==> config.mk <==
export PLATFORM = sky130hd
export DESIGN_NAME = best_fit_block_allocator_top_flat
export DESIGN_NICKNAME = d
export VERILOG_FILES = /design/src/bfba_pkg.sv /design/src/bfba_if.sv /design/src/best_fit_block_allocator_top.sv /design/src/bfba_ram.sv /design/src/flat_wrapper.sv
export SDC_FILE = /design/constraint.sdc
export NUM_CORES = 1
export LEC_CHECK = 0
export BUFFER_PORTS_ARGS = -buffer_cell sky130_fd_sc_hd__buf_4
export CAP_MARGIN = 20
export CORE_UTILIZATION = 40
export CTS_CLUSTER_DIAMETER = 40
export DETAILED_ROUTE_END_ITERATION = 12
export PLACE_DENSITY = 0.61
export SLEW_MARGIN = 15
export SYNTH_ARGS = -nofsm -noshare
export SYNTH_HDL_FRONTEND = slang
export SYNTH_HIERARCHICAL = 1
export SYNTH_SLANG_ARGS = --single-unit
==> constraint.sdc <==
create_clock -name clk -period 4.6 [get_ports clk]
set_input_delay 0.92 -clock clk [delete_from_list [all_inputs] [get_ports clk]]
set_output_delay 0.92 -clock clk [all_outputs]
set_load 0.03 [all_outputs]
==> src/bfba_pkg.sv <==
package bfba_pkg;

  localparam int SLOT_W  = 6;
  localparam int AMT_W   = 16;
  localparam int COUNT_W = 7;

  typedef enum logic {
    CMD_LOAD = 1'b0,
    CMD_REQ  = 1'b1
  } cmd_t;

  typedef enum logic [1:0] {
    ST_IDLE,
    ST_SCAN,
    ST_WB,
    ST_DELIVER
  } state_t;

endpackage

==> src/bfba_if.sv <==
interface bfba_in_if;
  import bfba_pkg::*;

  logic              valid;
  logic              ready;
  logic              command;
  logic [SLOT_W-1:0] block_slot;
  logic [AMT_W-1:0]  amount;

  modport source (output valid, command, block_slot, amount, input ready);
  modport sink   (input valid, command, block_slot, amount, output ready);
endinterface

interface bfba_out_if;
  import bfba_pkg::*;

  logic              valid;
  logic              ready;
  logic              granted;
  logic [SLOT_W-1:0] chosen_block;
  logic [AMT_W-1:0]  space_left;

  modport source (output valid, granted, chosen_block, space_left, input ready);
  modport sink   (input valid, granted, chosen_block, space_left, output ready);
endinterface

==> src/best_fit_block_allocator_top.sv <==
// Best-fit block allocator.
// Words arrive on in_ch (valid/ready). A load word (command 0) writes the
// free space of one block and clears its full mark; a request word
// (command 1) asks for amount units. Each input word yields exactly one
// result word on out_ch (valid/ready): granted, chosen_block, space_left.
// The user must see that block_count is written through cfg_we/cfg_wdata
// only while the block is idle; the block itself does not enforce this.
// The block works on one word at a time. A load writes the result register
// as it is accepted. A request streams the block table out of the single
// RAM read port, one entry per cycle; each registered read is compared with
// the best fit so far, and after the scan a write-back state stores the
// remainder and the result. The next word is accepted once the previous one
// is finished, even while its result still waits in the output register. If
// the receiver stalls, the finished result waits in an internal register and
// no further word is accepted until the output register frees up.
// Reset clears the controller, the output valid and block_count. The table
// is not cleared and has no clearing pass: every block must be loaded before
// a request reads it, and the block itself does not enforce this.
module best_fit_block_allocator_top #(
  parameter int NUM_BLOCKS = 64
) (
  input  logic                          clk,
  input  logic                          rst,
  input  logic                          cfg_we,
  input  logic [bfba_pkg::COUNT_W-1:0]  cfg_wdata,
  bfba_in_if.sink                       in_ch,
  bfba_out_if.source                    out_ch
);
  import bfba_pkg::*;

  // Index width, counter width (holds NUM_BLOCKS itself) and compare widths.
  localparam int IDX_W = $clog2(NUM_BLOCKS);
  localparam int CW    = $clog2(NUM_BLOCKS + 1);
  localparam int BW    = (CW > COUNT_W) ? CW : COUNT_W;
  localparam int SW    = (CW > SLOT_W) ? CW : SLOT_W;
  localparam int EXT_W = IDX_W + SLOT_W;
  localparam int RAM_W = AMT_W + 1;

  state_t state, state_next;

  logic [COUNT_W-1:0] block_count;
  logic [CW-1:0]      cnt;
  logic [CW-1:0]      limit;
  logic [BW-1:0]      bc_ext;
  logic [AMT_W-1:0]   req_amt;

  // Compare stage of the scan.
  logic               pend;
  logic [IDX_W-1:0]   rd_idx;
  logic               found;
  logic [IDX_W-1:0]   best_idx;
  logic [AMT_W-1:0]   best_rem;

  // Finished result waiting for the output register.
  logic               res_granted;
  logic [SLOT_W-1:0]  res_block;
  logic [AMT_W-1:0]   res_space;

  // Output register.
  logic               out_valid;
  logic               out_granted;
  logic [SLOT_W-1:0]  out_block;
  logic [AMT_W-1:0]   out_space;

  // RAM ports: {full mark, free space}.
  logic               ram_we;
  logic [IDX_W-1:0]   ram_waddr;
  logic [RAM_W-1:0]   ram_wdata;
  logic [RAM_W-1:0]   ram_rdata;

  logic               accept;
  logic               issue;
  logic               out_free;
  logic [SW-1:0]      slot_ext;
  logic               slot_ok;
  logic [EXT_W-1:0]   best_ext;
  logic               entry_full;
  logic [AMT_W-1:0]   entry_space;
  logic               fits;
  logic [AMT_W-1:0]   rem;

  assign bc_ext   = BW'(block_count);
  assign limit    = (bc_ext > BW'(NUM_BLOCKS)) ? CW'(NUM_BLOCKS) : bc_ext[CW-1:0];
  assign accept   = in_ch.valid && in_ch.ready;
  assign issue    = (state == ST_SCAN) && (cnt < limit);
  assign out_free = !out_valid || out_ch.ready;
  assign slot_ext = SW'(in_ch.block_slot);
  assign slot_ok  = slot_ext < SW'(NUM_BLOCKS);
  assign best_ext = EXT_W'(best_idx);

  assign entry_full  = ram_rdata[RAM_W-1];
  assign entry_space = ram_rdata[AMT_W-1:0];
  assign fits        = !entry_full && (entry_space >= req_amt);
  assign rem         = entry_space - req_amt;

  assign in_ch.ready         = (state == ST_IDLE);
  assign out_ch.valid        = out_valid;
  assign out_ch.granted      = out_granted;
  assign out_ch.chosen_block = out_block;
  assign out_ch.space_left   = out_space;

  bfba_ram #(
    .WIDTH (RAM_W),
    .DEPTH (NUM_BLOCKS)
  ) u_table (
    .clk   (clk),
    .we    (ram_we),
    .waddr (ram_waddr),
    .wdata (ram_wdata),
    .raddr (cnt[IDX_W-1:0]),
    .rdata (ram_rdata)
  );

  always_ff @(posedge clk) begin
    if (rst) begin
      state <= ST_IDLE;
    end else begin
      state <= state_next;
    end
  end

  // Next state and the single RAM write port. A load writes in the cycle it
  // is accepted; a granted request writes back its remainder after the scan.
  always_comb begin
    state_next = state;
    ram_we     = 1'b0;
    ram_waddr  = '0;
    ram_wdata  = '0;
    unique case (state)
      ST_IDLE: begin
        if (accept) begin
          if (cmd_t'(in_ch.command) == CMD_REQ) begin
            state_next = ST_SCAN;
          end else begin
            state_next = ST_DELIVER;
            if (slot_ok) begin
              ram_we    = 1'b1;
              ram_waddr = slot_ext[IDX_W-1:0];
              ram_wdata = {1'b0, in_ch.amount};
            end
          end
        end
      end
      ST_SCAN: begin
        if (!issue && !pend) begin
          state_next = ST_WB;
        end
      end
      ST_WB: begin
        state_next = ST_DELIVER;
        if (found) begin
          ram_we    = 1'b1;
          ram_waddr = best_idx;
          ram_wdata = {(best_rem == '0), best_rem};
        end
      end
      ST_DELIVER: begin
        if (out_free) begin
          state_next = ST_IDLE;
        end
      end
      default: begin
        state_next = ST_IDLE;
      end
    endcase
  end

  always_ff @(posedge clk) begin
    if (rst) begin
      block_count <= '0;
      out_valid   <= 1'b0;
      pend        <= 1'b0;
      found       <= 1'b0;
      cnt         <= '0;
    end else begin
      if (cfg_we) begin
        block_count <= cfg_wdata;
      end

      // While scanning, one read is issued per cycle; its registered data is compared in the next cycle.
      pend   <= issue;
      rd_idx <= cnt[IDX_W-1:0];
      if (issue) begin
        cnt <= cnt + 1'b1;
      end

      if (pend && fits && (!found || rem < best_rem)) begin
        found    <= 1'b1;
        best_idx <= rd_idx;
        best_rem <= rem;
      end

      if (state == ST_IDLE && accept) begin
        req_amt <= in_ch.amount;
        cnt     <= '0;
        found   <= 1'b0;
        if (cmd_t'(in_ch.command) == CMD_LOAD) begin
          res_granted <= 1'b0;
          res_block   <= in_ch.block_slot;
          res_space   <= slot_ok ? in_ch.amount : '0;
        end
      end

      if (state == ST_WB) begin
        res_granted <= found;
        res_block   <= found ? best_ext[SLOT_W-1:0] : '0;
        res_space   <= found ? best_rem : '0;
      end

      if (state == ST_DELIVER && out_free) begin
        out_valid   <= 1'b1;
        out_granted <= res_granted;
        out_block   <= res_block;
        out_space   <= res_space;
      end else if (out_valid && out_ch.ready) begin
        out_valid <= 1'b0;
      end
    end
  end

endmodule

==> src/bfba_ram.sv <==
module bfba_ram #(
  parameter int WIDTH = 17,
  parameter int DEPTH = 64
) (
  input  logic                     clk,
  input  logic                     we,
  input  logic [$clog2(DEPTH)-1:0] waddr,
  input  logic [WIDTH-1:0]         wdata,
  input  logic [$clog2(DEPTH)-1:0] raddr,
  output logic [WIDTH-1:0]         rdata
);

  logic [WIDTH-1:0] mem [DEPTH];

  always_ff @(posedge clk) begin
    if (we) begin
      mem[waddr] <= wdata;
    end
    rdata <= mem[raddr];
  end

endmodule
==> src/flat_wrapper.sv <==
// flat-port wrapper written by rule: the top's interface ports become plain ports
module best_fit_block_allocator_top_flat import bfba_pkg::*;
#(
  parameter int NUM_BLOCKS = 64
)
  (clk, rst, cfg_we, cfg_wdata, in_ch_valid, in_ch_command, in_ch_block_slot, in_ch_amount, in_ch_ready, out_ch_valid, out_ch_granted, out_ch_chosen_block, out_ch_space_left, out_ch_ready);
  bfba_in_if in_ch_i ();
  bfba_out_if out_ch_i ();
  input  logic clk;
  input  logic rst;
  input  logic cfg_we;
  input  logic [bfba_pkg::COUNT_W-1:0] cfg_wdata;
  input wire logic [$bits(in_ch_i.valid)-1:0] in_ch_valid;
  input wire logic [$bits(in_ch_i.command)-1:0] in_ch_command;
  input wire logic [$bits(in_ch_i.block_slot)-1:0] in_ch_block_slot;
  input wire logic [$bits(in_ch_i.amount)-1:0] in_ch_amount;
  output wire logic [$bits(in_ch_i.ready)-1:0] in_ch_ready;
  output wire logic [$bits(out_ch_i.valid)-1:0] out_ch_valid;
  output wire logic [$bits(out_ch_i.granted)-1:0] out_ch_granted;
  output wire logic [$bits(out_ch_i.chosen_block)-1:0] out_ch_chosen_block;
  output wire logic [$bits(out_ch_i.space_left)-1:0] out_ch_space_left;
  input wire logic [$bits(out_ch_i.ready)-1:0] out_ch_ready;
  assign in_ch_i.valid = in_ch_valid;
  assign in_ch_i.command = in_ch_command;
  assign in_ch_i.block_slot = in_ch_block_slot;
  assign in_ch_i.amount = in_ch_amount;
  assign in_ch_ready = in_ch_i.ready;
  assign out_ch_valid = out_ch_i.valid;
  assign out_ch_granted = out_ch_i.granted;
  assign out_ch_chosen_block = out_ch_i.chosen_block;
  assign out_ch_space_left = out_ch_i.space_left;
  assign out_ch_i.ready = out_ch_ready;
  best_fit_block_allocator_top #(.NUM_BLOCKS(NUM_BLOCKS)) u_core (.clk(clk), .rst(rst), .cfg_we(cfg_we), .cfg_wdata(cfg_wdata), .in_ch(in_ch_i), .out_ch(out_ch_i));
endmodule
==> key figures <==
Timing
  • Fin. max-slew vios: 0
  • Final setup margin: between 0.6 and 0.7 ns
  • Hold Worst Slack: roughly 0.37 ns
  • Total Negative Setup Slacks: 0 ns
  • Slew @ Worst Pin: roughly 1.1 ns
  • Tmin final: around 4 ns
  • Fmax: 251 MHz
  • Fin. Hold Viols: 0
  • Setup Skew: 0.0303 ns
  • Final setup fails: 0
  • Fin crit share: slightly below 90%
  • Max_slew headroom: a little over a quarter
  • RSZ-0062 raised after global routing: no

Global route
  • First-pass GRT wire length: 169 mm
  • Met2 usage: 31.0%
  • Met1 Use GR: between 20% and 30%
  • Largest net degree at the start of global routing: 70
  • Met3 global-route usage: around 3.6%
  • Most crowded layer after global routing: met2
  • Vias in the first global route: roughly 25000
  • GR Overflow Total: 0
  • Total track usage: ~19%
  • Initial antenna violation count: 3

Worst setup path
  • CP Class: flip-flop to flip-flop
  • Worst flop-to-flop path endpoint: u_core/best_rem[6]
  • Critical path arrival: 4.42 ns
  • Worst path depth: 16
  • Path depth of the worst reg2reg path: 16
  • CP max-delay cell: or4_1
  • Buf+Inv Stages, Crit Path: 2
  • Cell Chain, Critical Path: inv_1 > ha_1 > nor2b_1 > o31a_1 > o41a_1 > o221a_2 > or4_1 > nand4_1 > ha_1 > a21o_1 > a21oi_1 > nor2b_1 > o21ai_0 > o311ai_1 > a21oi_2 > buf_4
  • Req. time, crit path: 5.03 ns
  • Crit Path Max Fanout: 16
  • Reg2Reg Setup Slack: just over 0.6 ns
  • CP delay by family, top: compound AO/OA/AOI/OAI gates
  • Critical path startpoint category: flip-flop
  • Setup crit end kind: flip-flop
  • RR Startpoint: u_core/req_amt[1]
  • Peak per-stage delay on the critical path: ~0.4 ns

Floorplan
  • Core ar.: ~0.12 mm²
  • Die height: between 300 and 400 µm
  • Die area: roughly 0.12 mm²
  • Row cnt: roughly 130
  • Initial Util: between 40% and 50%
  • Die Wd: 348 µm
  • I/O pin cnt: 60

Routing
  • Routed via count: 24600
  • ANT nets after route: 0
  • DRC errors left: 0
  • 1st-iter DRT viols: 2572
  • WL per Instance: roughly 27 µm
  • Drt via density: between 5 and 6
  • Drt pass-1 iters: 6
  • WL final: ~120 mm

Place
  • Place WS: ~0.64 ns
  • Dpl hpwl: roughly 70 mm
  • # port buffers: between 50 and 60
  • GPL Wtd Cong: 0.871

Logic synthesis
  • Synthesized cell area: 0.0478 mm²
  • Number of synthesized flops with an enable pin: approximately 1200
  • Register bit total from synthesis: approximately 1200
  • Most common cell in the netlist: edfxtp_1
  • Synth cell count leaders: 1178 x edfxtp_1, 216 x mux4_2, 138 x mux2i_1
  • Syn_nets: ~2500
  • Yosys top cell by area: edfxtp_1
  • Sequential share of the synthesized area: roughly three quarters
  • Yosys cell types: 66
  • Synth area leaders: edfxtp_1 74%, mux4_2 10%, mux2i_1 2.9%, dfxtp_1 1.5%, ha_1 1.1%
  • Ys async rst share: 0%
  • Gate Count Post-Synth: about 2500
  • Top cell type's share of synthesized area: 74.0%
  • Yosys Warn Count: 6
  • Syn_area_per_cell: roughly 19 µm²
  • Synth Flop Type: edfxtp_1

Clock network
  • H-tree lvl count: 4
  • Post-cts resize count: 0
  • Total CTS buffers: 142
  • Worst skew pair latency: approximately 0.76 ns
  • Sink Count: 1214
  • CTS tree: yes
  • Hold-fix buffers at CTS: 0
  • Root Buffer: clkbuf_16
  • Post-CTS Setup Repair Bufs: 0
  • Reg clk slew, reported paths: around 0.06 ns
  • Max Root-Sink Buffers: 3

Min path
  • WHS Endpoint: u_core/req_amt[15]
  • Hold_sp: in_ch_amount[15]
  • Hold crit path type: primary input to flip-flop
  • Worst hold stages: 1

Finish
  • Share of cells above drive strength 1: about a quarter
  • Area grow syn2layout: 15.9%
  • Layout fillers: roughly 9700
  • Nets: ~2800

Pwr
  • Pwr/cell area: approximately 500 mW/mm²
  • Overall power: ~0.027 W
  • Leak pwr: 18.1 nW
  • Max VDD drop: approximately 0.38 mV

Run status
  • Outcome: completed

Flow run
  • MaxCap Viol Count: 0
-- worst reg2reg max path, stage by stage, from the launching register on --
cell	delay, ns
edfxtp_1	0.38
inv_1	0.12
ha_1	0.26
nor2b_1	0.15
o31a_1	0.28
o41a_1	0.38
o221a_2	0.30
or4_1	0.40
nand4_1	0.13
ha_1	0.26
a21o_1	0.17
a21oi_1	0.13
nor2b_1	0.05
o21ai_0	0.14
o311ai_1	0.13
a21oi_2	0.14
buf_4	0.26
-- worst max path at each step --
| stage | slack (ns) | endpoint | startpoint |
|---|---|---|---|
| 3_5_place_dp | 0.64 | u_core/best_rem[2] | u_core/req_amt[1] |
| 6_report | 0.61 | u_core/best_rem[6] | u_core/req_amt[1] |
| 2_1_floorplan | 0.09 | u_core/best_idx[0] | u_core/req_amt[1] |
| 5_1_grt | 0.40 | u_core/best_rem[7] | u_core/req_amt[1] |
| 3_3_place_gp | 0.64 | u_core/best_rem[1] | u_core/req_amt[1] |
| 4_1_cts | 0.62 | u_core/best_rem[6] | u_core/req_amt[1] |
-- routing by layer --
metal | up-vias | routed length [µm]
met3 | 153 | 8130
li1 | 10500 | -
met2 | 978 | 56100
met1 | 13000 | 48600
met5 | - | 0
met4 | 0 | 2760
-- power breakdown --
group / switching, W / internal, W / leakage, nW / total, W
clock: 0.00463 / 0.00652 / 2.29 / 0.0111
sequential: 0.000113 / 0.0125 / 11.3 / 0.0126
combinational: 0.00189 / 0.00126 / 4.48 / 0.00315
total: 0.00663 / 0.0203 / 18.1 / 0.0269
-- layout by cell type, fill, tap and decap left out, types with 43 or more instances in the layout --
cell type	n
nor2_1	127
clkbuf_16	143
mux2i_1	138
a221oi_1	43
a22oi_1	63
buf_4	188
mux4_2	216
inv_1	66
nand2_1	97
edfxtp_1	1178
-- metrics by stage --
step / instance area [µm²] / std cells / utilization (%)
finish: 55400 / 4331 / 46.8
global route: 55400 / 4330 / 46.8
CTS: 55400 / 4329 / 46.8
detailed placement: 50600 / 4070 / 42.8
global placement: 50600 / 4070 / 42.8
floorplan: 47800 / 2463 / -
-- sequential cells by signal, indices dropped and copies added (netlist names), 2 cells and up --
| signal | count |
|---|---|
| u_core/rd_idx | 6 |
| u_core/u_table/mem | 1088 |
| u_core/res_space | 16 |
| u_core/res_block | 6 |
| u_core/u_table/rdata | 17 |
| u_core/state | 2 |
| u_core/out_ch.space_left | 16 |
| u_core/best_idx | 6 |
| u_core/cnt | 7 |
| u_core/out_ch.chosen_block | 6 |
| u_core/bc_ext | 7 |
| u_core/best_rem | 16 |
| u_core/req_amt | 16 |
-- final cells by class --
class	count	area (µm²)	share of cell area [%]
diodes	1	2.50	0.00452
clock buffers	163	3650	6.60
clock inverters	96	1080	1.95
inverters	66	248	0.447
multi-input cells	1057	10800	19.4
flip-flops and latches	1214	36100	65.2
well taps	1536	1920	3.47
repair buffers	198	1610	2.91
-- logic make-up (layout without fill, tap and decap cells) --
logic type	Yosys count	count (layout)	synth area share, %
buf+inv	192	523	2.11
fa+ha+maj	43	43	1.14
flops	1214	1214	75.5
other cells	0	1	0
simple gates	378	378	3.69
compound gates	256	256	3.91
mux	366	366	13.4
xor+xnor	14	14	0.257
(Power assumes the default switching activity.)
